==> src/rtl/strict_priority_class_queues_defines.svh <==
// assertion macros for the strict priority class queues
// used by scpq_ctrl and scpq_acct, expects clk and arst_n in scope
`ifndef STRICT_PRIORITY_CLASS_QUEUES_DEFINES_SVH
`define STRICT_PRIORITY_CLASS_QUEUES_DEFINES_SVH
`ifndef SYNTH
`define SCPQ_ASSERT_SAME(lbl, ante, cons, msg) \
	lbl: assert property (@(posedge clk) disable iff (!arst_n) (ante) |-> (cons)) \
		else $error(msg);
`define SCPQ_ASSERT_NEXT(lbl, ante, cons, msg) \
	lbl: assert property (@(posedge clk) disable iff (!arst_n) (ante) |=> (cons)) \
		else $error(msg);
`else
`define SCPQ_ASSERT_SAME(lbl, ante, cons, msg)
`define SCPQ_ASSERT_NEXT(lbl, ante, cons, msg)
`endif
`endif

==> src/rtl/scpq_pkg.sv <==
// types, sizes and helpers for the strict priority class queues
// used by the rtl modules of the block other than scpq_ram, depends on nothing
`default_nettype none

package scpq_pkg;

	localparam int NUM_CLASSES = 2;
	localparam int QUEUE_DEPTH = 64;

	localparam int CLS_W = $clog2(NUM_CLASSES);
	localparam int IDX_W = $clog2(QUEUE_DEPTH);
	localparam int CNT_W = $clog2(QUEUE_DEPTH + 1);
	localparam int ADDR_W = CLS_W + IDX_W;
	localparam int TOT_W = 16 + $clog2(NUM_CLASSES);
	localparam int REC_W = 48;

	localparam logic REQ_ENQ = 1'b0;
	localparam logic REQ_DEQ = 1'b1;

	typedef logic [CLS_W-1:0] cls_t;
	typedef logic [IDX_W-1:0] idx_t;
	typedef logic [CNT_W-1:0] cnt_t;

	typedef struct packed {
		logic        req_type;
		logic        cust_class;
		logic [15:0] customer_id;
		logic [15:0] arrival_tenths;
		logic [15:0] service_tenths;
		logic [15:0] now_tenths;
	} in_t;

	typedef struct packed {
		logic        accepted;
		logic        out_class;
		logic [15:0] out_customer_id;
		logic [15:0] out_service_tenths;
		logic [15:0] wait_tenths;
		logic [6:0]  queue_length;
		logic [15:0] class_served_count;
		logic [31:0] class_wait_total;
		logic        all_served;
	} out_t;

	// record layout in the queue memory
	typedef struct packed {
		logic [15:0] id;
		logic [15:0] arrival;
		logic [15:0] service;
	} rec_t;

	// decision for one request, handed from pointer stage to accounting stage
	typedef struct packed {
		logic        valid;
		logic        is_deq;
		logic        hit;
		cls_t        cls;
		cnt_t        fill_after;
		logic [15:0] now;
	} ctrl_t;

	function automatic idx_t next_slot(input idx_t i);
		next_slot = (i == IDX_W'(QUEUE_DEPTH - 1)) ? '0 : i + 1'b1;
	endfunction

endpackage

`default_nettype wire

==> src/rtl/scpq_ctrl.sv <==
// queue pointers and fill counts, picks the class and slot for each request
// uses scpq_pkg, drives the record memory ports and the stage one register
`default_nettype none
`include "strict_priority_class_queues_defines.svh"

module scpq_ctrl (
	input  wire logic                     clk,
	input  wire logic                     arst_n,
	input  wire logic                     take,
	input  wire scpq_pkg::in_t            req,
	output logic                          ram_we,
	output logic [scpq_pkg::ADDR_W-1:0]   ram_waddr,
	output scpq_pkg::rec_t                ram_wdata,
	output logic                          ram_re,
	output logic [scpq_pkg::ADDR_W-1:0]   ram_raddr,
	output scpq_pkg::ctrl_t               s1
);

	scpq_pkg::idx_t  rd_idx_q [scpq_pkg::NUM_CLASSES];
	scpq_pkg::idx_t  wr_idx_q [scpq_pkg::NUM_CLASSES];
	scpq_pkg::cnt_t  fill_q   [scpq_pkg::NUM_CLASSES];
	scpq_pkg::ctrl_t s1_q;

	scpq_pkg::cls_t  enq_cls;
	logic            enq_ok;
	scpq_pkg::cls_t  deq_cls;
	logic            deq_hit;
	logic            is_deq;
	scpq_pkg::ctrl_t s1_d;

	assign is_deq  = (req.req_type == scpq_pkg::REQ_DEQ);
	assign enq_cls = scpq_pkg::CLS_W'(req.cust_class);
	assign enq_ok  = (fill_q[enq_cls] != scpq_pkg::CNT_W'(scpq_pkg::QUEUE_DEPTH));

	// highest numbered non-empty class wins
	always_comb begin
		deq_hit = 1'b0;
		deq_cls = '0;
		for (int c = 0; c < scpq_pkg::NUM_CLASSES; c++) begin
			if (fill_q[c] != '0) begin
				deq_hit = 1'b1;
				deq_cls = scpq_pkg::CLS_W'(c);
			end
		end
	end

	assign ram_we    = take && !is_deq && enq_ok;
	assign ram_waddr = {enq_cls, wr_idx_q[enq_cls]};
	assign ram_wdata = '{id: req.customer_id, arrival: req.arrival_tenths,
		service: req.service_tenths};
	assign ram_re    = take && is_deq;
	assign ram_raddr = {deq_cls, rd_idx_q[deq_cls]};

	always_comb begin
		s1_d.valid  = take;
		s1_d.is_deq = is_deq;
		s1_d.now    = req.now_tenths;
		if (is_deq) begin
			s1_d.hit        = deq_hit;
			s1_d.cls        = deq_cls;
			s1_d.fill_after = deq_hit ? fill_q[deq_cls] - 1'b1 : '0;
		end else begin
			s1_d.hit        = enq_ok;
			s1_d.cls        = enq_cls;
			s1_d.fill_after = fill_q[enq_cls] + scpq_pkg::CNT_W'(enq_ok);
		end
	end

	always_ff @(posedge clk or negedge arst_n) begin
		if (!arst_n) begin
			for (int c = 0; c < scpq_pkg::NUM_CLASSES; c++) begin
				rd_idx_q[c] <= '0;
				wr_idx_q[c] <= '0;
				fill_q[c]   <= '0;
			end
		end else if (take) begin
			if (is_deq) begin
				if (deq_hit) begin
					rd_idx_q[deq_cls] <= scpq_pkg::next_slot(rd_idx_q[deq_cls]);
					fill_q[deq_cls]   <= fill_q[deq_cls] - 1'b1;
				end
			end else if (enq_ok) begin
				wr_idx_q[enq_cls] <= scpq_pkg::next_slot(wr_idx_q[enq_cls]);
				fill_q[enq_cls]   <= fill_q[enq_cls] + 1'b1;
			end
		end
	end

	always_ff @(posedge clk or negedge arst_n) begin
		if (!arst_n) begin
			s1_q <= '0;
		end else begin
			s1_q <= s1_d;
		end
	end

	assign s1 = s1_q;

	`SCPQ_ASSERT_NEXT(a_take_loads_s1, take, s1_q.valid, "request not carried to stage one")
	`SCPQ_ASSERT_SAME(a_enq_nonempty, s1_q.valid && s1_q.hit && !s1_q.is_deq,
		s1_q.fill_after != '0, "stored record left an empty queue")

endmodule

`default_nettype wire

==> config.mk <==
export PLATFORM = sky130hd
export DESIGN_NAME = scpq_ctrl
export DESIGN_NICKNAME = d
export VERILOG_FILES = /design/src/rtl/scpq_pkg.sv /design/src/rtl/scpq_ctrl.sv
export VERILOG_INCLUDE_DIRS = /design/src /design/src/rtl
export SDC_FILE = /design/constraint.sdc
export NUM_CORES = 1
export LEC_CHECK = 0
export BUFFER_PORTS_ARGS = -buffer_cell sky130_fd_sc_hd__buf_4
export CAP_MARGIN = 10
export CORE_ASPECT_RATIO = 1.5
export CORE_MARGIN = 4
export CORE_UTILIZATION = 40
export CTS_CLUSTER_DIAMETER = 120
export DETAILED_ROUTE_END_ITERATION = 10
export PLACE_DENSITY_LB_ADDON = 0.25
export SYNTH_ARGS = -nofsm -noshare
export SYNTH_HDL_FRONTEND = slang
export SYNTH_SLANG_ARGS = --single-unit
==> constraint.sdc <==
create_clock -name clk -period 2.7 [get_ports clk]
set_input_delay 0.405 -clock clk [delete_from_list [all_inputs] [get_ports clk]]
set_output_delay 0.405 -clock clk [all_outputs]
set_load 0.005 [all_outputs]
==> impl_metrics.env <==
export IMPL_period_share_pct=97.0
export IMPL_nets=519
export IMPL_dr_pass1_iters=4
export IMPL_cp_slowest_stage_delay_ns=0.57
export IMPL_synth_top_flop_cell="dfrtp_1"
export IMPL_die_area_mm2=0.0115
export IMPL_hold_path_class="in -> async"
export IMPL_p_leak_nw=2.16
export IMPL_required_ns=2.30
export IMPL_skew_ns=0.00652
export IMPL_cpMostUsedCell="buf_4"
export IMPL_relSlewSlack_pct=45.4
export IMPL_io_buffer_count=63
export IMPL_clk_latency_ns=0.34
export IMPL_maxUsedRoutingLayer="met4"
export IMPL_setup_tns_ns=0
export IMPL_final_cells=561
export IMPL_crit_path_max_fanout=7
export IMPL_wl_met1_um=3880
export IMPL_synth_seq_cells=65
export IMPL_setup_ws_ns=0.0815
export IMPL_worst_slew_pin_slew_ns=0.819
export IMPL_start_kind="register"
export IMPL_layout_common_cells="100 x buf_4, 64 x dfrtp_1, 40 x nand2_1, 22 x o21ai_0, 21 x mux2_2"
export IMPL_antenna_found_initial=0
export IMPL_irDropWorstVdd_mv=0.553
export IMPL_cts_path_max_buffers=2
export IMPL_track_usage_pct=18.4
export IMPL_detail_route_wl_per_cell_um=18.4
export IMPL_synth_area_mm2=0.00391
export IMPL_cts_clk_slew_worst_paths_ns=0.06
export IMPL_synth_edf_count=0
export IMPL_drv_cap=0
export IMPL_gr_total_overflow=0
export IMPL_grt_pass1_vias=3205
export IMPL_fp_dieW_um=88.7
export IMPL_cts_sinks=65
export IMPL_ios=160
export IMPL_status="completed"
export IMPL_synth_area_top_cells="dfrtp_1 42%, buf_4 9.6%, mux2_2 6.0%"
export IMPL_setup_viol=0
export IMPL_reg2reg_slack_ns=0.21
export IMPL_cts_hold_fix_buffers=0
export IMPL_drc=0
export IMPL_dp_hpwl_um=7480
export IMPL_initial_core_util_pct=41.5
export IMPL_cts_tree="done"
export IMPL_drv_slew=0
export IMPL_ys_types=57
export IMPL_async_flop_share_pct=100
export IMPL_antenna_cells=0
export IMPL_ys_seq_area_share_pct=41.6
export IMPL_cp_arrival_ns=2.21
export IMPL_route_met3_wl_um=626
export IMPL_syn_nets=480
export IMPL_syn_area_per_cell_um2=9.66
export IMPL_grt_max_degree=66
export IMPL_dp_cells=543
export IMPL_hold_viol_final=0
export IMPL_wl_met2_um=5130
export IMPL_place_congestion=0.960
export IMPL_final_antenna_net_count=0
export IMPL_cp_slowest_cell="or4_4"
export IMPL_final_common_cell="buf_4"
export IMPL_vias_per_cell=5.65
export IMPL_vias=3168
export IMPL_wl_um=10300
export IMPL_die_h_um=129
export IMPL_postSynthCellCount=405
export IMPL_p_per_area_mw_per_mm2=1090
export IMPL_path_delay_family="simple AND/OR/NAND/NOR gates"
export IMPL_post_route_min_period_ns=2.62
export IMPL_path_class="reg -> out"
export IMPL_cts_buffers_inserted=9
export IMPL_crit_path_end_kind="primary output"
export IMPL_grt_pass1_wl_um=15900
export IMPL_fmax_mhz=382
export IMPL_rsz0062_at_grt="false"
export IMPL_h_tree_depth=3
export IMPL_root_buffer="clkbuf_16"
export IMPL_rows=43
export IMPL_cp_cell_sequence="or4_4, nor2_8, buf_4, mux2_2, buf_4"
export IMPL_synth_top_area_share_pct=41.6
export IMPL_syn_to_final_growth_pct=20.3
export IMPL_dpl_worst_slack_ns=0.0456
export IMPL_initialDrtViolationCount=229
export IMPL_core_mm2=0.00942
export IMPL_yosysWarnings=0
export IMPL_synth_top_area_cell="dfrtp_1"
export IMPL_cp_num_buf_inv=2
export IMPL_drive_gt1_share_pct=34.3
final timing paths:
check | from | end | cells after the start
worst min-delay path | arst_n | s1[8] | 1
worst max register to register | fill_q[3] | rd_idx_q[3] | 7
min in group clk | req[15] | s1[15] | 1
worst max-delay path | fill_q[3] | ram_raddr[3] | 5
max in group asynchronous | arst_n | fill_q[3] | 1
worst min register to register | wr_idx_q[4] | wr_idx_q[4] | 1
what timing repair did:
item | in CTS | in global routing
cloned | 0 | 0
endpoints found under the setup margin | 1 | 7
gates resized for setup | 1 | 5
buffers inserted | 0 | 2
pin swaps | 0 | 2
cell usage after synthesis (4+ instances only):
| master | instances |
|---|---|
| a31oi_1 | 8 |
| clkbuf_1 | 15 |
| or3_1 | 4 |
| mux2i_1 | 9 |
| o32ai_1 | 4 |
| buf_4 | 50 |
| o22ai_1 | 6 |
| xnor2_1 | 11 |
| and3b_1 | 4 |
| and3_1 | 6 |
| inv_1 | 11 |
| or2_2 | 4 |
| xor2_1 | 11 |
| ha_1 | 6 |
| o21ai_0 | 22 |
| nand4_1 | 5 |
| mux2_2 | 21 |
| buf_2 | 4 |
| nand3_1 | 6 |
| nor2_1 | 13 |
| dfrtp_1 | 65 |
| nand2_1 | 40 |
| nor3_1 | 14 |
| a21oi_1 | 14 |
power by group:
part	internal, mW	switching (mW)	leakage (nW)
registers	1.26	0.262	0.798
clock network	0.911	0.460	0.171
logic	1.06	1.17	1.19
total	3.23	1.90	2.16
final cells by class:
| cell class | count | area [um^2] |
|---|---|---|
| clock buffer | 9 | 225 |
| clock inverter | 7 | 125 |
| fill | 882 | 4710 |
| inverter | 13 | 51.3 |
| multi-input combinational | 255 | 1780 |
| sequential | 65 | 1630 |
| tap | 112 | 140 |
| timing repair buffer | 100 | 751 |
per-layer routing:
| metal | GRT usage, % | vias up |
|---|---|---|
| met3 | 4.26 | 47 |
| li1 | - | 1468 |
| met1 | 19.8 | 1521 |
| met4 | 14.9 | 0 |
| met5 | 0 | - |
| met2 | 30.1 | 132 |
logic make-up after synthesis:
family	after synthesis	synth area share (%)
adder cells (fa/ha/maj)	6	1.92
flip-flops	65	41.6
multiplexers	30	8.35
AO/OA/AOI/OAI	83	14.0
AND/OR/NAND/NOR	114	15.5
XOR/XNOR	22	4.93
buffers and inverters	85	13.7
metrics by stage:
stage	hold WS [ns]	utilization, %	power [mW]	instance area (um^2)
finish	0.167	50.0	5.13	4700
global route	0.157	50.0	5.44	4700
CTS	0.158	49.4	5.09	4660
detailed placement	0.464	45.7	3.69	4300
global placement	0.457	45.7	3.66	4300
floorplan	0.109	-	2.87	3910
registers in the layout, summed over array words and instances, names as in the netlist:
| name | flops |
|---|---|
| rd_idx_q | 12 |
| fill_q | 14 |
| s1 | 27 |
| wr_idx_q | 12 |
(Power assumes the default switching activity.)
