## src/rtl/strict_priority_class_queues_defines.svh

```systemverilog
// assertion macros for the strict priority class queues
// used by scpq_ctrl and scpq_acct, expects clk and arst_n in scope
`ifndef STRICT_PRIORITY_CLASS_QUEUES_DEFINES_SVH
`define STRICT_PRIORITY_CLASS_QUEUES_DEFINES_SVH
`ifndef SYNTH
`define SCPQ_ASSERT_SAME(lbl, ante, cons, msg) \
	lbl: assert property (@(posedge clk) disable iff (!arst_n) (ante) |-> (cons)) \
		else $error(msg);
`define SCPQ_ASSERT_NEXT(lbl, ante, cons, msg) \
	lbl: assert property (@(posedge clk) disable iff (!arst_n) (ante) |=> (cons)) \
		else $error(msg);
`else
`define SCPQ_ASSERT_SAME(lbl, ante, cons, msg)
`define SCPQ_ASSERT_NEXT(lbl, ante, cons, msg)
`endif
`endif

```

## src/rtl/scpq_pkg.sv

```systemverilog
// types, sizes and helpers for the strict priority class queues
// used by the rtl modules of the block other than scpq_ram, depends on nothing
`default_nettype none

package scpq_pkg;

	localparam int NUM_CLASSES = 2;
	localparam int QUEUE_DEPTH = 64;

	localparam int CLS_W = $clog2(NUM_CLASSES);
	localparam int IDX_W = $clog2(QUEUE_DEPTH);
	localparam int CNT_W = $clog2(QUEUE_DEPTH + 1);
	localparam int ADDR_W = CLS_W + IDX_W;
	localparam int TOT_W = 16 + $clog2(NUM_CLASSES);
	localparam int REC_W = 48;

	localparam logic REQ_ENQ = 1'b0;
	localparam logic REQ_DEQ = 1'b1;

	typedef logic [CLS_W-1:0] cls_t;
	typedef logic [IDX_W-1:0] idx_t;
	typedef logic [CNT_W-1:0] cnt_t;

	typedef struct packed {
		logic        req_type;
		logic        cust_class;
		logic [15:0] customer_id;
		logic [15:0] arrival_tenths;
		logic [15:0] service_tenths;
		logic [15:0] now_tenths;
	} in_t;

	typedef struct packed {
		logic        accepted;
		logic        out_class;
		logic [15:0] out_customer_id;
		logic [15:0] out_service_tenths;
		logic [15:0] wait_tenths;
		logic [6:0]  queue_length;
		logic [15:0] class_served_count;
		logic [31:0] class_wait_total;
		logic        all_served;
	} out_t;

	// record layout in the queue memory
	typedef struct packed {
		logic [15:0] id;
		logic [15:0] arrival;
		logic [15:0] service;
	} rec_t;

	// decision for one request, handed from pointer stage to accounting stage
	typedef struct packed {
		logic        valid;
		logic        is_deq;
		logic        hit;
		cls_t        cls;
		cnt_t        fill_after;
		logic [15:0] now;
	} ctrl_t;

	function automatic idx_t next_slot(input idx_t i);
		next_slot = (i == IDX_W'(QUEUE_DEPTH - 1)) ? '0 : i + 1'b1;
	endfunction

endpackage

`default_nettype wire

```

## src/rtl/scpq_acct.sv

```systemverilog
// per class served counts and wait totals, wait time and the result register
// uses scpq_pkg, fed by scpq_ctrl stage one and the record memory read data
`default_nettype none
`include "strict_priority_class_queues_defines.svh"

module scpq_acct (
	input  wire logic            clk,
	input  wire logic            arst_n,
	input  wire logic            cfg_we,
	input  wire logic [15:0]     cfg_wdata,
	input  wire scpq_pkg::ctrl_t s1,
	input  wire scpq_pkg::rec_t  rec,
	output logic                 done,
	output scpq_pkg::out_t       rsp
);

	logic [15:0]              served_q [scpq_pkg::NUM_CLASSES];
	logic [31:0]              wsum_q   [scpq_pkg::NUM_CLASSES];
	logic [scpq_pkg::TOT_W-1:0] total_q;
	logic                     fin_q;
	logic [15:0]              tc_q;
	logic                     done_q;
	scpq_pkg::out_t           rsp_q;

	logic [15:0]              wait_t;
	logic [15:0]              served_cur;
	logic [31:0]              wsum_cur;
	logic                     served_inc;
	logic [15:0]              served_new;
	logic [32:0]              wsum_sum;
	logic [31:0]              wsum_new;
	logic [scpq_pkg::TOT_W-1:0] total_new;
	logic                     fin_new;
	logic                     serve;
	scpq_pkg::out_t           rsp_d;

	assign wait_t     = (s1.now > rec.arrival) ? s1.now - rec.arrival : '0;
	assign served_cur = served_q[s1.cls];
	assign wsum_cur   = wsum_q[s1.cls];
	assign served_inc = (served_cur != 16'hFFFF);
	assign served_new = served_cur + 16'(served_inc);
	assign wsum_sum   = {1'b0, wsum_cur} + 33'(wait_t);
	assign wsum_new   = wsum_sum[32] ? 32'hFFFF_FFFF : wsum_sum[31:0];
	// running total moves only while the class count still moves
	assign total_new  = total_q + scpq_pkg::TOT_W'(served_inc);
	assign fin_new    = fin_q || (total_new >= scpq_pkg::TOT_W'(tc_q));
	assign serve      = s1.valid && s1.is_deq && s1.hit;

	always_comb begin
		rsp_d = '0;
		rsp_d.all_served = serve ? fin_new : fin_q;
		if (s1.is_deq) begin
			if (s1.hit) begin
				rsp_d.accepted           = 1'b1;
				rsp_d.out_class          = s1.cls[0];
				rsp_d.out_customer_id    = rec.id;
				rsp_d.out_service_tenths = rec.service;
				rsp_d.wait_tenths        = wait_t;
				rsp_d.queue_length       = 7'(s1.fill_after);
				rsp_d.class_served_count = served_new;
				rsp_d.class_wait_total   = wsum_new;
			end
		end else begin
			rsp_d.accepted           = s1.hit;
			rsp_d.out_class          = s1.cls[0];
			rsp_d.queue_length       = 7'(s1.fill_after);
			rsp_d.class_served_count = served_cur;
			rsp_d.class_wait_total   = wsum_cur;
		end
	end

	always_ff @(posedge clk or negedge arst_n) begin
		if (!arst_n) begin
			for (int c = 0; c < scpq_pkg::NUM_CLASSES; c++) begin
				served_q[c] <= '0;
				wsum_q[c]   <= '0;
			end
			total_q <= '0;
			fin_q   <= 1'b0;
		end else if (serve) begin
			served_q[s1.cls] <= served_new;
			wsum_q[s1.cls]   <= wsum_new;
			total_q          <= total_new;
			fin_q            <= fin_new;
		end
	end

	always_ff @(posedge clk or negedge arst_n) begin
		if (!arst_n) begin
			tc_q <= 16'd1;
		end else if (cfg_we) begin
			tc_q <= cfg_wdata;
		end
	end

	always_ff @(posedge clk or negedge arst_n) begin
		if (!arst_n) begin
			done_q <= 1'b0;
		end else begin
			done_q <= s1.valid;
		end
	end

	always_ff @(posedge clk) begin
		rsp_q <= rsp_d;
	end

	assign done = done_q;
	assign rsp  = rsp_q;

	`SCPQ_ASSERT_NEXT(a_s1_gives_done, s1.valid, done_q, "stage one request lost")
	`SCPQ_ASSERT_NEXT(a_no_extra_done, !s1.valid, !done_q, "result without a request")
	`SCPQ_ASSERT_NEXT(a_fin_sticky, fin_q, fin_q, "all served flag dropped")

endmodule

`default_nettype wire

```

## config.mk

```make
export PLATFORM = sky130hd
export DESIGN_NAME = scpq_acct
export DESIGN_NICKNAME = d
export VERILOG_FILES = /design/src/rtl/scpq_pkg.sv /design/src/rtl/scpq_acct.sv
export VERILOG_INCLUDE_DIRS = /design/src /design/src/rtl
export SDC_FILE = /design/constraint.sdc
export NUM_CORES = 1
export LEC_CHECK = 0
export BUFFER_PORTS_ARGS = -buffer_cell sky130_fd_sc_hd__clkbuf_2
export CORE_UTILIZATION = 40
export DETAILED_ROUTE_END_ITERATION = 8
export GPL_ROUTABILITY_DRIVEN = 0
export PLACE_DENSITY = 0.68
export SKIP_LAST_GASP = 1
export SYNTH_ARGS = -nofsm -noshare
export SYNTH_HDL_FRONTEND = slang
export SYNTH_SLANG_ARGS = --single-unit
```

## constraint.sdc

```tcl
create_clock -name clk -period 10.85 [get_ports clk]
set_clock_uncertainty 0.1 [all_clocks]
set_input_delay 0.5425 -clock clk [delete_from_list [all_inputs] [get_ports clk]]
set_output_delay 0.5425 -clock clk [all_outputs]
set_load 0.01 [all_outputs]
```

==> results of run 1 <==
area by class of cell:
type                            count  area (um^2)  area share (%)
Timing Repair Buffer              209         1074           7.540
Tap cell                          390        488.0           3.427
Multi-Input combinational cell    960         6183           43.43
Inverter                           46        172.7           1.213
Sequential cell                   237         5401           37.94
Clock inverter                     14        158.9           1.116
Clock buffer                       36        759.5           5.334
state kept, by name (all words and copies together), names as in the netlist:
signal,count
tc_q,16
fin_q,1
done,1
wsum_q,64
total_q,17
served_q,32
rsp,106
report_power, final:
group	internal [mW]	switching [mW]
sequential	0.995	0.0603
combinational	0.250	0.374
clock	0.563	0.370
total	1.81	0.804
cells in the final DEF, fill, tap and decap left out, drive strengths merged, types with 42 or more instances in the layout:
master	n
o21ai	120
inv	47
dfxtp	106
ha	52
a21oi	85
and3	42
clkbuf	234
nor2	111
dfrtp	130
nand2	148
cell families (layout without fill, tap and decap cells):
group	Yosys count	after routing
simple gates	436	436
buf+inv	110	305
xor+xnor	82	82
mux	50	50
compound gates	338	338
flops	237	237
fa+ha+maj	54	54
per-stage QoR:
step / worst slack (ns) / hold WS (ns)
final: 5.503 / 0.01031
after global routing: 4.995 / 0.04607
after CTS: 5.542 / 0.04299
after detailed placement: 4.982 / 0.3618
after global placement: 5.084 / 0.3560
after floorplan: 5.785 / 0.1469
routing by layer:
metal / GRT usage (%) / up-vias / routed length [um]
li1: - / 4927 / -
met4: 6.775 / 0 / 764
met2: 32.09 / 262 / 13920
met5: 0 / - / 0
met1: 26.67 / 4686 / 14050
met3: 2.489 / 52 / 1406
path summary, 6_finish.rpt:
path	from	endpoint	cells past startpoint
min	arst_n	tc_q[15]$_DFFE_PN0P_	1
max	s1[0]	wsum_q[31]$_DFFE_PN0P_	20
max reg2reg	served_q[22]$_DFFE_PN0P_	fin_q$_DFF_PN0_	16
min reg2reg	wsum_q[33]$_DFFE_PN0P_	wsum_q[33]$_DFFE_PN0P_	2
min in group clk	s1[26]	done$_DFF_PN0_	1
max in group asynchronous	arst_n	wsum_q[49]$_DFFE_PN0P_	2
worst max-delay path: stages:
cell,delay [ns]
clkbuf_2,0.08
inv_1,0.04
ha_1,0.16
inv_1,0.05
fa_1,0.40
a21o_1,0.20
a21oi_1,0.25
o211ai_1,0.16
a31oi_1,0.33
a21o_1,0.50
nor2_1,0.09
ha_1,0.24
fa_1,0.42
a211oi_1,0.32
o211ai_1,0.20
a31oi_4,0.47
a211oi_4,0.21
nor2_1,0.61
nand2_1,0.13
a22o_1,0.25
==> impl_results.rst, run 1 <==
.. list-table::
   :header-rows: 1

   * - Metric
     - Value
   * - First-pass GRT wire length
     - a little under 50000 um
   * - Synthesized cell area
     - 12030 um^2
   * - Clock transition at the register clock pins on the worst setup and hold paths after CTS
     - approximately 0.06 ns
   * - Wirelength per Cell
     - 15.93 um
   * - Cell types occupying the most area after synthesis
     - dfrtp_1, dfxtp_1, ha_1
   * - HPWL after detailed placement
     - 21050 um
   * - Min-Delay Path Class
     - in -> async
   * - Final #Nets
     - 1629
   * - Share of synthesized flip-flops with an asynchronous set or reset
     - about 55%
   * - Number of buffers created by CTS
     - 27
   * - Starting density of the core
     - 40.60%
   * - Worst max-slew margin expressed relative to the limit
     - 30.31%
   * - Hold-fix buffers, CTS
     - 0
   * - Antenna violations before repair
     - 0
   * - Total detailed-routing wirelength
     - approximately 30000 um
   * - IR Drop Worst-Case VDD
     - 0.1253 mV
   * - Final Instance Area
     - between 10000 and 15000 um^2
   * - Diodes inserted
     - 0
   * - Worst Tran Pin Value
     - between 1 and 1.5 ns
   * - Clock tree from TritonCTS
     - built
   * - Avg Synthesized Cell Area
     - 9.206 um^2
   * - Category of the most critical setup path
     - in -> reg
   * - Pleak
     - 6.829 nW
   * - Cell with the most instances after synthesis
     - nand2_1
   * - Total Neg Setup Slack
     - 0 ns
   * - Crit path launch type
     - input port
   * - Number of DRC violations after detailed routing
     - 0
   * - Yosys top cell area share
     - 27.04%
   * - Number of nets with antenna violations after routing
     - 0
   * - Final cell count without fillers
     - 1892
   * - Gr usage total
     - between 10% and 20%
   * - Number of DRC markers after the initial detailed-route iteration
     - 603
   * - Std cell rows
     - 63
   * - Synthesized-area fraction occupied by and/or/nand/nor cells
     - 17.38%
   * - Arr. time, crit path
     - 5.67 ns
   * - Pre-antenna DRT Iters
     - 5
   * - Share of synthesized area occupied by flip-flops and latches
     - 44.89%
   * - Final number of setup-violating endpoints
     - 0
   * - Post-cts resize count
     - 0
   * - Max capacitance violation total
     - 0
   * - H-tree depth
     - 1
   * - Total power density per cell area
     - 183.5 nW/um^2
   * - Post-detailed-route via-to-cell ratio
     - 5.247
   * - Xor and xnor fraction of the mapped netlist area
     - between 5 and 6%
   * - Vias in the first global route
     - between 9000 and 10000
   * - Share of cell area taken by muxes after synthesis
     - 4.461%
   * - Post-layout utilization of the core
     - roughly half
   * - Cell count after synthesis
     - ~1300
   * - Hold Fails Final Rpt
     - 0
   * - Vias after detailed routing
     - slightly below 10000
   * - Max Root-Sink Buffers
     - 3
   * - Grt ovf
     - 0
   * - Die Height
     - approximately 180 um
   * - Adder-cell share of the synthesized area
     - between 5 and 6%
   * - Number of sinks driven by the clock tree
     - 237
   * - Shortest period the worst path allows
     - 5.347 ns
   * - Area growth, synth to finish
     - 18.32%
   * - Post-CTS setup buffer count
     - 0
   * - Number of placed instances, taps included
     - 1842
   * - Total of fill cells in the finished design
     - approximately 2800
   * - Post-synth top flop
     - dfrtp_1
   * - RSZ-0062 raised after global routing
     - false
   * - Final clock period utilization by the worst path
     - 49.28%
   * - Ports
     - 201
   * - Number of nets in the synthesized netlist
     - between 1000 and 1500
   * - Maximum number of pins on one net before global-route repair
     - 86
   * - Total power
     - roughly 2.6 mW
   * - Compound-gate portion of the synthesized area
     - 17.76%
   * - Clk_lat worst skew
     - 0.54 ns
   * - Number of synthesized register bits
     - 237
   * - Count of distinct cell types in the synthesized netlist
     - 75
   * - Run status
     - finished clean
   * - Core Area
     - ~30000 um^2
   * - Biggest fanout along the worst timing path
     - 17
   * - Largest family of logic cells by synthesized area
     - compound AO/OA/AOI/OAI gates
   * - Most area-hungry cell type in the Yosys netlist
     - dfrtp_1
   * - Highest clock rate
     - 0.1870 GHz
   * - Register-to-register path setup slack
     - 6.52 ns
   * - Number of enable-type register cells in the synthesized netlist
     - 0
   * - Max-slew violations
     - 0
   * - Fraction of layout cells with a size suffix above 1
     - 20.24%
   * - Port Buf Inserts
     - 200
   * - Number of synthesis warnings
     - 0
   * - Master cell of the clock root buffer
     - clkbuf_16
   * - Most used standard cells in the synthesized netlist
     - nand2_1, dfrtp_1, o21ai_0
   * - Type of element capturing the critical path
     - flip-flop
   * - WP data required
     - 11.17 ns
   * - Overall die area
     - 30780 um^2
   * - Overall die width
     - 175.4 um
   * - Placed instance area
     - 13320 um^2
(Power assumes the default switching activity.)
==> run 2: changes to the inputs <==
==> constraint.sdc (replaced) <==
create_clock -name clk -period 5.4 [get_ports clk]
set_clock_uncertainty 0.1 [all_clocks]
set_input_delay 0.27 -clock clk [delete_from_list [all_inputs] [get_ports clk]]
set_output_delay 0.27 -clock clk [all_outputs]
set_load 0.01 [all_outputs]
==> run 2 against run 1 <==
  * Core utilization increased by 2.2 points
  * Highest routed layer unchanged
  * First-iteration DRC count increased by 13%
  * Sequential share of layout area decreased by 1.7 points
  * Critical endpoint is now rsp[26]$_DFF_P_
==> impl_results.rst, run 2 (synthesis results as in run 1) <==
.. list-table::
   :header-rows: 1

   * - Metric
     - Value
   * - Number of buffers created by CTS
     - 27 (unchanged)
   * - Category of the most critical setup path
     - in -> reg
   * - Net load switching power
     - 1.595 mW (+98%)
   * - CP max stage delay
     - 0.48 ns (-0.13 ns)
   * - Wirelength per Cell
     - 15.76 um (-1.1%)
   * - Max capacitance violation total
     - 0 (unchanged)
   * - Number of DRC violations after detailed routing
     - 0 (unchanged)
   * - Total power
     - 5.280 mW (+100%)
   * - Top library cells by usage in the layout, fill and taps aside
     - clkbuf_2, nand2_1, dfrtp_1, o21ai_0, nor2_1
   * - Run status
     - finished clean
   * - Highest clock rate
     - about 0.21 GHz
   * - Master cell of the clock root buffer
     - clkbuf_16
   * - IR Drop Worst-Case VDD
     - 0.2541 mV (+100%)
   * - WP data required
     - 5.67 ns (-5.50 ns)
   * - Grt ovf
     - 0 (unchanged)
   * - Final number of setup-violating endpoints
     - 0 (unchanged)
   * - H-tree depth
     - 1 (unchanged)
   * - Vias after detailed routing
     - 10230 (+3.1%)
   * - Commonest non-fill, non-tap cell in the layout
     - clkbuf_2
   * - Starting density of the core
     - 40.60% (unchanged)
   * - Gr usage total
     - 19.93% (+0.32 points)
   * - Pleak
     - 7.126 nW (+4.3%)
   * - Area growth, synth to finish
     - 23.74%
   * - Final Instance Area
     - 14890 um^2 (+4.6%)
   * - Antenna violations before repair
     - 0 (unchanged)
   * - Total detailed-routing wirelength
     - 30900 um (+2.5%)
   * - Post-detailed-route via-to-cell ratio
     - 5.217 (-0.57%)
   * - Comb power frac
     - 24.7% (+0.8 points)
   * - Number of sinks driven by the clock tree
     - 237 (unchanged)
   * - Placed instance area
     - 13400 um^2 (+0.62%)
   * - Final clock period utilization by the worst path
     - 86.57%
   * - RSZ-0062 raised after global routing
     - false
   * - Hold Fails Final Rpt
     - 0 (unchanged)
   * - Flip-flop count of the largest register after layout
     - 106 (unchanged)
   * - Ports
     - 201 (unchanged)
   * - Worst Tran Pin Value
     - 1.044 ns (+0.001730 ns)
   * - Clock transition at the register clock pins on the worst setup and hold paths after CTS
     - 0.06 ns (about the same)
   * - Number of DRC markers after the initial detailed-route iteration
     - 682 (+13%)
   * - Clk_lat worst skew
     - 0.53 ns (about the same)
   * - First-pass GRT wire length
     - 50360 um (+1.7%)
   * - Biggest fanout along the worst timing path
     - 11 (-6)
   * - Min-Delay Path Class
     - in -> reg
   * - Total Neg Setup Slack
     - 0 ns (unchanged)
   * - Crit path launch type
     - input port
   * - Maximum number of pins on one net before global-route repair
     - 85 (-1.2%)
   * - Fraction of layout cells with a size suffix above 1
     - 19.86% (-0.38 points)
   * - Arr. time, crit path
     - 4.95 ns (-0.72 ns)
   * - Vias in the first global route
     - 9967 (+1.9%)
   * - Sw Share
     - 30.21% (-0.57 points)
   * - Number of placed instances, taps included
     - 1854 (+0.65%)
   * - Die Height
     - 175.4 um (unchanged)
   * - Post-cts resize count
     - 0 (unchanged)
   * - Overall die area
     - 30780 um^2 (unchanged)
   * - Overall die width
     - 175.4 um (unchanged)
   * - Internal Power
     - 3.685 mW (+100%)
   * - Worst max-slew margin expressed relative to the limit
     - 30.25% (-0.061 points)
   * - Register-to-register path setup slack
     - 1.00 ns (-5.52 ns)
   * - Critical Path Slowest Stage Cell
     - a2111oi_1
   * - Max-slew violations
     - 0 (unchanged)
   * - Cell chain of the critical path
     - clkbuf_2, inv_1, ha_1, inv_1, fa_1, a21o_1, a21oi_1, o211ai_1, a31oi_1, a21o_1, buf_4, nor2_1, ha_1, and4_1, and3_1, o21ai_1, a211oi_2, o2111ai_1, and2_1, a2111oi_1
   * - Diodes inserted
     - 0 (unchanged)
   * - Core Area
     - 29640 um^2 (unchanged)
   * - Type of element capturing the critical path
     - flip-flop
   * - Std cell rows
     - 63 (unchanged)
   * - Shortest period the worst path allows
     - roughly 4.7 ns
   * - Final cell count without fillers
     - 1961 (+3.6%)
   * - Clock tree from TritonCTS
     - built
   * - Pre-antenna DRT Iters
     - 5 (unchanged)
   * - Number of nets with antenna violations after routing
     - 0 (unchanged)
   * - HPWL after detailed placement
     - 21620 um (+2.7%)
   * - Clk network pwr share
     - 35.1% (-0.6 points)
   * - Port Buf Inserts
     - 200 (unchanged)
   * - Final #Nets
     - 1698 (+4.2%)
   * - Flop pwr share
     - 40.2% (-0.2 points)
   * - Max Root-Sink Buffers
     - 3 (unchanged)
   * - Total power density per cell area
     - 354.6 nW/um^2 (+93%)
## run 2: cell types whose count changed in the layout (fill, tap and decap cells not counted)
cell	change
a211oi_4	-1
clkbuf_1	+4
a211oi_2	+1
buf_4	+12
clkinvlp_4	-1
clkbuf_16	+2
clkbuf_8	-3
clkinv_4	-2
dlygate4sd3_1	+57
## run 2: worst max-delay path: cells and delay by family
| family | cells | cell delay, ns |
|---|---|---|
| adder cells (fa/ha/maj) | 3 | 0.98 |
| buffers and inverters | 4 | 0.38 |
| AO/OA/AOI/OAI | 9 | 2.56 |
| AND/OR/NAND/NOR | 4 | 0.75 |
## run 2: layout make-up
class	instances	area [um^2]
flip-flops and latches	237	5401
inverters	46	172.7
well taps	390	488.0
multi-input cells	960	6176
repair buffers	278	1734
fillers	2746	14750
clock inverters	11	133.9
clock buffers	39	783.3
## run 2: final timing paths
| kind | cells past startpoint | from | endpoint |
|---|---|---|---|
| max in group asynchronous | 3 | arst_n | wsum_q[63]$_DFFE_PN0P_ |
| max | 20 | s1[0] | rsp[26]$_DFF_P_ |
| min | 3 | rec[16] | rsp[56]$_SDFF_PN0_ |
| min reg2reg | 2 | wsum_q[0]$_DFFE_PN0P_ | wsum_q[0]$_DFFE_PN0P_ |
| max reg2reg | 16 | served_q[22]$_DFFE_PN0P_ | fin_q$_DFF_PN0_ |
| min in group asynchronous | 2 | arst_n | tc_q[9]$_DFFE_PN0P_ |
## run 2: stage by stage
| step | hold slack, ns | setup WS, ns | utilization (%) |
|---|---|---|---|
| after floorplan | -0.1256 | 0.6071 | - |
| after global placement | 0.2321 | 0.2280 | 45.22 |
| after detailed placement | 0.2357 | 0.2310 | 45.22 |
| after CTS | 0.001142 | 0.7469 | 50.24 |
| after global routing | 0.01896 | 0.2006 | 50.24 |
| final | 0.01522 | 0.7251 | 50.24 |
## run 2: power groups by stage
stage	logic, mW	clock network [mW]	registers (mW)
finish	1.30	1.85	2.12
global placement	1.25	0	2.15
floorplan	0.856	0	2.16
global route	1.47	1.98	2.15
CTS	1.31	1.91	2.12
detailed placement	1.26	0	2.16
## run 2: what timing repair did
| action | 4_1_cts | 5_1_grt |
|---|---|---|
| endpoints found under the hold margin | 102 | 0 |
| hold buffers | 57 | 0 |
| buffers inserted | 0 | 0 |
## run 2: routing by layer
layer | vias up | share of wire, % | GRT usage, %
met1 | 4851 | 46 | 26.67
li1 | 5075 | - | -
met3 | 51 | 4.5 | 2.771
met2 | 253 | 47 | 33.22
met4 | 0 | 2.4 | 6.304
met5 | - | 0 | 0
==> run 3: changes to the inputs <==
--- a/config.mk
+++ b/config.mk
@@ -9,8 +9,9 @@
 export BUFFER_PORTS_ARGS = -buffer_cell sky130_fd_sc_hd__clkbuf_2
 export CORE_UTILIZATION = 40
 export DETAILED_ROUTE_END_ITERATION = 8
-export GPL_ROUTABILITY_DRIVEN = 0
+export GPL_ROUTABILITY_DRIVEN = 1
 export PLACE_DENSITY = 0.68
+export REMOVE_ABC_BUFFERS = 1
 export SKIP_LAST_GASP = 1
 export SYNTH_ARGS = -nofsm -noshare
 export SYNTH_HDL_FRONTEND = slang
==> run 3 against run 2 <==
  * Highest routed layer unchanged
  * Final area about the same
  * First-iteration DRC count decreased by 9.8%
  * Flip-flop and latch count unchanged
  * Wire length increased by 0.27%
  * Largest cell class unchanged
==> impl_results.rst, run 3 (synthesis results as in run 1) <==
.. list-table::
   :header-rows: 1

   * - Metric
     - Value
   * - Max Root-Sink Buffers
     - 3 (unchanged)
   * - Number of sinks driven by the clock tree
     - 237 (unchanged)
   * - Crit path launch type
     - input port
   * - Worst max-slew margin expressed relative to the limit
     - 35.02% (+4.8 points)
   * - Category of the most critical setup path
     - in -> reg
   * - Core Area
     - 29640 um^2 (unchanged)
   * - Worst Tran Pin Value
     - 0.9711 ns (-0.07260 ns)
   * - Diodes inserted
     - 0 (unchanged)
   * - Internal Power
     - 3.618 mW (-1.8%)
   * - Sw Share
     - 30.83% (+0.62 points)
   * - Clock tree from TritonCTS
     - built
   * - Final cell count without fillers
     - 1963 (+0.10%)
   * - Gr usage total
     - 19.99% (+0.059 points)
   * - Master cell of the clock root buffer
     - clkbuf_16
   * - Vias in the first global route
     - 9968 (+0.010%)
   * - Total Neg Setup Slack
     - 0 ns (unchanged)
   * - Crit Reg-Reg Startpoint
     - served_q[22]$_DFFE_PN0P_
   * - Pleak
     - 7.118 nW (-0.11%)
   * - Number of nets with antenna violations after routing
     - 0 (unchanged)
   * - Commonest non-fill, non-tap cell in the layout
     - clkbuf_2
   * - Final number of setup-violating endpoints
     - 0 (unchanged)
   * - Clock transition at the register clock pins on the worst setup and hold paths after CTS
     - 0.06 ns (about the same)
   * - Std cell rows
     - 63 (unchanged)
   * - Pre-antenna DRT Iters
     - 5 (unchanged)
   * - Number of DRC violations after detailed routing
     - 0 (unchanged)
   * - Ports
     - 201 (unchanged)
   * - First-pass GRT wire length
     - 50400 um (about the same)
   * - Number of DRC markers after the initial detailed-route iteration
     - 615 (-9.8%)
   * - FF-to-FF path depth
     - 16 (unchanged)
   * - Flop pwr share
     - 40.5% (+0.3 points)
   * - Area growth, synth to finish
     - 23.81% (about the same)
   * - Worst setup endpoint
     - rsp[19]$_DFF_P_
   * - Register-to-register path setup slack
     - 1.07 ns (+0.07 ns)
   * - Total power density per cell area
     - 351.0 nW/um^2 (-1.0%)
   * - Top library cells by usage in the layout, fill and taps aside
     - clkbuf_2, nand2_1, dfrtp_1, o21ai_0, nor2_1
   * - Hold Fails Final Rpt
     - 0 (unchanged)
   * - Type of element capturing the critical path
     - flip-flop
   * - Final clock period utilization by the worst path
     - 93.34% (+6.8 points)
   * - Wirelength per Cell
     - 15.78 um (+0.16%)
   * - Comb power frac
     - 24.8% (about the same)
   * - Overall die area
     - 30780 um^2 (unchanged)
   * - IR Drop Worst-Case VDD
     - 0.2337 mV (-8.0%)
   * - Placed instance area
     - 13400 um^2 (about the same)
   * - Port Buf Inserts
     - 200 (unchanged)
   * - Final Instance Area
     - 14900 um^2 (about the same)
   * - Clk_lat worst skew
     - 0.55 ns (+0.02 ns)
   * - Post-CTS setup buffer count
     - 0 (unchanged)
   * - Weighted congestion at the end of routability-driven global placement
     - 0.8678
   * - Die Height
     - 175.4 um (unchanged)
   * - HPWL after detailed placement
     - 21120 um (-2.3%)
   * - Max capacitance violation total
     - 0 (unchanged)
   * - Worst Hold Slack
     - 0.07904 ns (+0.06382 ns)
   * - Final #Nets
     - 1700 (+0.12%)
   * - Flip-flop count of the largest register after layout
     - 106 (unchanged)
   * - Total detailed-routing wirelength
     - 30980 um (+0.27%)
   * - Worst R2R End
     - fin_q$_DFF_PN0_
   * - Antenna violations before repair
     - 0 (unchanged)
   * - Overall die width
     - 175.4 um (unchanged)
   * - Vias after detailed routing
     - 10208 (-0.22%)
   * - Highest clock rate
     - 0.1984 GHz (-7.2%)
   * - Max-slew violations
     - 0 (unchanged)
   * - Grt ovf
     - 0 (unchanged)
   * - Net load switching power
     - 1.612 mW (+1.1%)
   * - H-tree depth
     - 1 (unchanged)
   * - Post-detailed-route via-to-cell ratio
     - 5.200 (-0.32%)
   * - Number of buffers created by CTS
     - 27 (unchanged)
   * - Min-Delay Path Class
     - in -> reg
   * - Biggest fanout along the worst timing path
     - 12 (+1)
   * - Clk network pwr share
     - 34.7% (-0.4 points)
   * - Shortest period the worst path allows
     - 5.040 ns (+0.3653 ns)
   * - Crit. Startpoint
     - rec[16]
   * - Fraction of layout cells with a size suffix above 1
     - 20.15% (+0.29 points)
   * - Maximum number of pins on one net before global-route repair
     - 82 (-3.5%)
   * - WP data required
     - 5.70 ns (+0.03 ns)
   * - Arr. time, crit path
     - 5.34 ns (+0.39 ns)
   * - Run status
     - finished clean
   * - Number of placed instances, taps included
     - 1854 (unchanged)
   * - RSZ-0062 raised after global routing
     - false
   * - Total power
     - 5.230 mW (-0.96%)
   * - Starting density of the core
     - 40.60% (unchanged)
run 3: cell count changes in the layout (fill, tap and decap cells not counted), moves of 2 or more:
| cell | change |
|---|---|
| clkinv_2 | -2 |
| dlygate4sd3_1 | +2 |
| clkbuf_8 | +4 |
| clkbuf_1 | -2 |
| clkinvlp_4 | +2 |
| bufinv_16 | -2 |
run 3: worst max-delay path: stages:
cell and delay (ns):
dlygate4sd3_1 0.52, clkbuf_2 0.10, ha_1 0.15, inv_1 0.05, fa_1 0.41, a21o_1 0.20
a21oi_1 0.28, o211ai_1 0.17, a31oi_1 0.34, a21o_1 0.29, buf_4 0.23, nor2_1 0.07
ha_1 0.40, nand2_1 0.07, o21ai_0 0.34, a31oi_4 0.13, a21boi_2 0.48, a21boi_1 0.44
nor4b_1 0.31, a211oi_1 0.10
run 3: power groups by stage:
stage	Clock, mW	Combinational, mW	Sequential [mW]
finish	1.82	1.30	2.12
global route	1.96	1.46	2.14
CTS	1.87	1.30	2.12
detailed placement	0	1.25	2.15
global placement	0	1.23	2.14
floorplan	0	0.822	2.16
run 3: metal layers:
metal | part of all wire, % | vias up | track usage [%]
met5 | 0 | - | 0
met4 | 2.1 | 0 | 5.145
met3 | 4.8 | 60 | 2.662
met2 | 48 | 281 | 34.31
met1 | 46 | 4792 | 26.43
li1 | - | 5075 | -
run 3: timing repair:
action,4_1_cts,5_1_grt
endpoints found under the hold margin,108,0
hold buffers,59,0
setup endpoints to repair,0,13
gates resized for setup,0,4
run 3: worst min path at each step:
stage	to	start	depth (start not counted)
2_1_floorplan	done$_DFF_PN0_	arst_n	0
3_3_place_gp	tc_q[10]$_DFFE_PN0P_	arst_n	1
3_5_place_dp	tc_q[9]$_DFFE_PN0P_	arst_n	1
4_1_cts	rsp[56]$_SDFF_PN0_	s1[0]	4
5_1_grt	rsp[56]$_SDFF_PN0_	s1[0]	4
6_report	rsp[56]$_SDFF_PN0_	s1[0]	4
run 3: metrics by stage:
stage	setup WS, ns	util (%)
final	0.3599	50.27
after global routing	0.02142	50.27
after CTS	0.1473	50.22
after detailed placement	0.05545	45.23
after global placement	0.2415	45.23
after floorplan	0.6950	-
run 3: cell type report:
type | instances | area [um^2]
Clock inverter | 10 | 85.08
Fill cell | 2796 | 14740
Inverter | 46 | 172.7
Multi-Input combinational cell | 960 | 6191
Sequential cell | 237 | 5401
Timing Repair Buffer | 280 | 1754
Clock buffer | 40 | 805.8
Tap cell | 390 | 488.0
